$ cat src/rtl/introsort_u32_dedup_top_assert.svh
// Assertion macros used by the sorter top file.
`ifndef INTROSORT_U32_DEDUP_TOP_ASSERT_SVH
`define INTROSORT_U32_DEDUP_TOP_ASSERT_SVH

// A property that must hold in the same cycle.
`define ISO_ASSERT_NOW(lbl, clk, rst, prop, msg) \
   lbl: assert property (@(posedge clk) disable iff (rst) (prop)) else $error(msg);

// An antecedent that forces a consequent in the next cycle.
`define ISO_ASSERT_NEXT(lbl, clk, rst, ante, cons, msg) \
   lbl: assert property (@(posedge clk) disable iff (rst) (ante) |=> (cons)) else $error(msg);

`endif

$ cat src/rtl/iso_pkg.sv
`timescale 1ns / 1ps
package iso_pkg;

   localparam int DEPTH_DEF  = 64;
   localparam int CUTOFF_DEF = 4;
   localparam int VAL_W      = 32;
   localparam int KEPT_W     = 7;

   typedef struct packed {
      logic loading;
      logic sorting;
      logic emitting;
      logic stack_ovf;
   } iso_stat_type;

endpackage

$ cat src/rtl/iso_store.sv
`timescale 1ns / 1ps
module iso_store import iso_pkg::*; #(
   parameter int DEPTH = DEPTH_DEF,
   parameter int AW    = (DEPTH > 1) ? $clog2(DEPTH) : 1
) (
   input  logic             clock,
   input  logic             we,
   input  logic [AW-1:0]    waddr,
   input  logic [VAL_W-1:0] wdata,
   input  logic [AW-1:0]    raddr,
   output logic [VAL_W-1:0] rdata
);

   logic [VAL_W-1:0] mem [DEPTH];
   logic [VAL_W-1:0] rdata_ff;

   always_ff @(posedge clock) begin
      if (we) begin
         mem[waddr] <= wdata;
      end
      rdata_ff <= mem[raddr];
   end

   assign rdata = rdata_ff;

endmodule

$ cat config.mk
export PLATFORM = sky130hd
export DESIGN_NAME = iso_store
export DESIGN_NICKNAME = d
export VERILOG_FILES = /design/src/rtl/introsort_u32_dedup_top_assert.svh /design/src/rtl/iso_pkg.sv /design/src/rtl/iso_store.sv
export SDC_FILE = /design/constraint.sdc
export NUM_CORES = 2
export LEC_CHECK = 0
export BUFFER_PORTS_ARGS = -buffer_cell sky130_fd_sc_hd__buf_2
export CAP_MARGIN = 10
export CORE_UTILIZATION = 50
export DETAILED_ROUTE_END_ITERATION = 8
export PLACE_DENSITY = 0.65
export SYNTH_ARGS = -nofsm -noshare
export SYNTH_HDL_FRONTEND = slang
export SYNTH_SLANG_ARGS = --single-unit
$ cat constraint.sdc
create_clock -name clock -period 4.43 [get_ports clock]
set_input_delay 0.886 -clock clock [delete_from_list [all_inputs] [get_ports clock]]
set_output_delay 0.886 -clock clock [all_outputs]
set_load 0.1 [all_outputs]
==> impl_metrics.yaml <==
outcome:
  status: "complete, no violations"
synth:
  ys_ff_latch: 2080
  synth.largest_area_cell: "edfxtp_1"
  syn_inst: 3324
  synth_area_leaders: "edfxtp_1 78%, mux4_2 16%, mux2i_1 1.2%, dfxtp_1 0.82%, o22ai_1 0.67%"
  synth_top_area_share: 0.7833
  synth_fp_nets: 3370
  syn_area_sq_mm: 0.07852
  syn_area_per_cell_sq_um: 23.62
  synth_cell_types: 34
  ys_seq_area_frac: 0.7914
  yosys_warnings: 0
cts:
  clockBufferDepth: 3
  cts_resized: 0
  cts_setup_buffers: 0
  cts_max_level: 4
  cts_tree: "done"
  path_clk_slew_ps: 60
  clk_latency_ps: 830
  cts_hold_buf: 0
  cts_inserted_buffers: 203
  cts-root-buf: "clkbuf_16"
  numClockSinks: 2080
final_layout:
  drive_gt1_frac: 0.3097
  fin_area_sq_mm: 0.08958
  fillers: 11130
  fin_util: 0.5741
  finalNetCount: 3665
  area_growth_syn_to_layout_pct: 14.09
sta:
  period_share: 0.7084
  post-route-min-period_ps: 3138
  hold-worst-slack_ps: 318.7
  finalHoldViolCount: 0
  rsz0062_at_grt: "no"
  finalMaxSlewViolations: 0
  setup_ws_ps: 1292
  setup_viol: 0
  fmax_mhz: 318.6
  worstMarginPinSlew_ps: 1213
  clock_skew_ps: 19.48
  tns_ps: 0
  relSlewSlack: 0.1912
flow_run:
  maxCapViolCount: 0
worst_setup_path:
  critPathLaunchType: "primary input"
  worst_ep_arrival_time_ps: 3810
  ff2ff_path_depth: 4
  crit-reg2reg-capture: "rdata[1]$_DFF_P_"
  path_class: "primary input to flop"
  required_ps: 5100
  worstPathMaxFanout: 46
  crit_start: "raddr[0]"
  r2r_start: "mem[29][1]$_DFFE_PP_"
  cp-end-kind: "flop"
  rrSetupSlack_ps: 2100
routing:
  drc: 0
  wirelength_mm: 194.2
  firstDrtPassIters: 7
  vias: 36870
  ant_nets: 0
  wire_per_inst_um: 33.17
  via_per_inst: 6.298
  drt-initial-drc-count: 4496
grt:
  grt_pass1_vias: 37180
  grt_max_degree: 65
  grt_pass1_wl_mm: 275.2
  grt.total_usage: 0.2488
  grt_overflow: 0
  antenna_found_initial: 16
placement:
  hpwl_mm: 110.0
  portBuffers: 77
  dp_slack_ps: 425.2
  placed_cell_area_sq_mm: 0.08298
  gp_congestion: 0.7966
floorplanning:
  dieArea_sq_mm: 0.1586
  rows: 145
  die_x_um: 398.3
  chipHeight_um: 398.3
  ios: 78
  coreArea_sq_mm: 0.1560
  start_util: 0.5032
power:
  powerDensity_mw_per_mm2: 460.7
  ir_drop_v: 0.0003679
  p_leak_nw: 28.02
hold_path:
  min_delay_worst_endpoint: "mem[45][11]$_DFFE_PP_"
  hold_path_class: "primary input to flop"
  hold_depth: 1
  worstHoldStart: "wdata[11]"
## sequential cells by signal, summed over array words and instances, names as in the netlist
signal and cells:
mem 2048, rdata 32
## routing by layer
metal / vias up / track usage / wire, um
met5: - / 0 / 73
met4: 12 / 0.07061 / 4864
met3: 265 / 0.05453 / 17900
met2: 1823 / 0.3903 / 93450
met1: 19890 / 0.3551 / 77920
li1: 14880 / - / -
## Yosys cell counts, drive strengths merged
| library cell | instances |
|---|---|
| dfxtp | 32 |
| mux2i | 93 |
| o221ai | 27 |
| nand2 | 26 |
| a21oi | 62 |
| o22ai | 84 |
| nor2 | 137 |
| or3 | 3 |
| nor2b | 15 |
| or2 | 3 |
| a311oi | 8 |
| a31oi | 1 |
| buf | 108 |
| nor3 | 7 |
| nand2b | 8 |
| or3b | 5 |
| and2 | 2 |
| nand3 | 5 |
| and3 | 4 |
| edfxtp | 2048 |
| clkbuf | 74 |
| nand4 | 2 |
| a22oi | 12 |
| o32ai | 4 |
| a41o | 4 |
| nand4b | 1 |
| mux4 | 544 |
| nand3b | 5 |
## placed cells by master (no fill, tap or decap), drive strengths merged, types with 5 or more instances in the layout
cell type and count:
dfxtp 32, o221ai 27, clkbuf 253, mux2i 93, or3b 5, nand2 26
nor3 7, nand3b 5, inv 6, clkinv 90, bufinv 21, a21oi 62
a311oi 8, nor2 137, nand2b 8, o22ai 84, edfxtp 2048, mux4 544
nor2b 15, nand3 5, buf 272, a22oi 12, diode 9
## critical path, stage by stage
cell and delay (ps):
buf_8 460, buf_12 310, buf_12 210, mux4_2 520, mux4_2 500, o22ai_1 720
nor2_1 120
## how the worst max path moves through the flow
stage	cells after the start	slack, ps	to
detailed placement	7	430	rdata[1]$_DFF_P_
finish	7	1290	rdata[1]$_DFF_P_
global placement	7	430	rdata[1]$_DFF_P_
global route	7	1240	rdata[1]$_DFF_P_
CTS	7	1290	rdata[1]$_DFF_P_
floorplan	4	380	mem[48][0]$_DFFE_PP_
## per-stage QoR
| step | power [mW] | instances |
|---|---|---|
| floorplan | 23.62 | 3324 |
| global placement | 24.59 | 5472 |
| detailed placement | 24.62 | 5472 |
| CTS | 41.55 | 5846 |
| global route | 42.31 | 5846 |
| finish | 41.27 | 5855 |
## cell type report
type                            instances  area, sq um  area share
Sequential cell                      2080        62140      0.6937
Timing Repair Buffer                  272         2298     0.02566
Clock buffer                          253         5413     0.06042
Tap cell                             2058         2575     0.02875
Multi-Input combinational cell       1062        15970      0.1783
Antenna cell                            9        22.52   0.0002514
Clock inverter                        121         1162     0.01298
## cells by family (layout without fill, tap and decap cells)
logic type | count (synthesis) | in the layout | share of synthesized area
DFF | 2080 | 2080 | 0.7914
muxes | 637 | 637 | 0.1679
and+or+nand+nor | 223 | 223 | 0.01265
AOI/OAI and AO/OA | 202 | 202 | 0.01673
buffers and inverters | 182 | 646 | 0.01128
other | 0 | 9 | 0
## report_power, final
group	internal [mW]	switching [mW]	total [mW]	leakage [nW]
combinational	0.773	1.52	2.29	6.10
clock	9.86	7.22	17.1	3.23
sequential	21.8	0.0976	21.9	18.7
total	32.4	8.84	41.3	28.0
No activity file was read; power rests on OpenSTA's default activity.
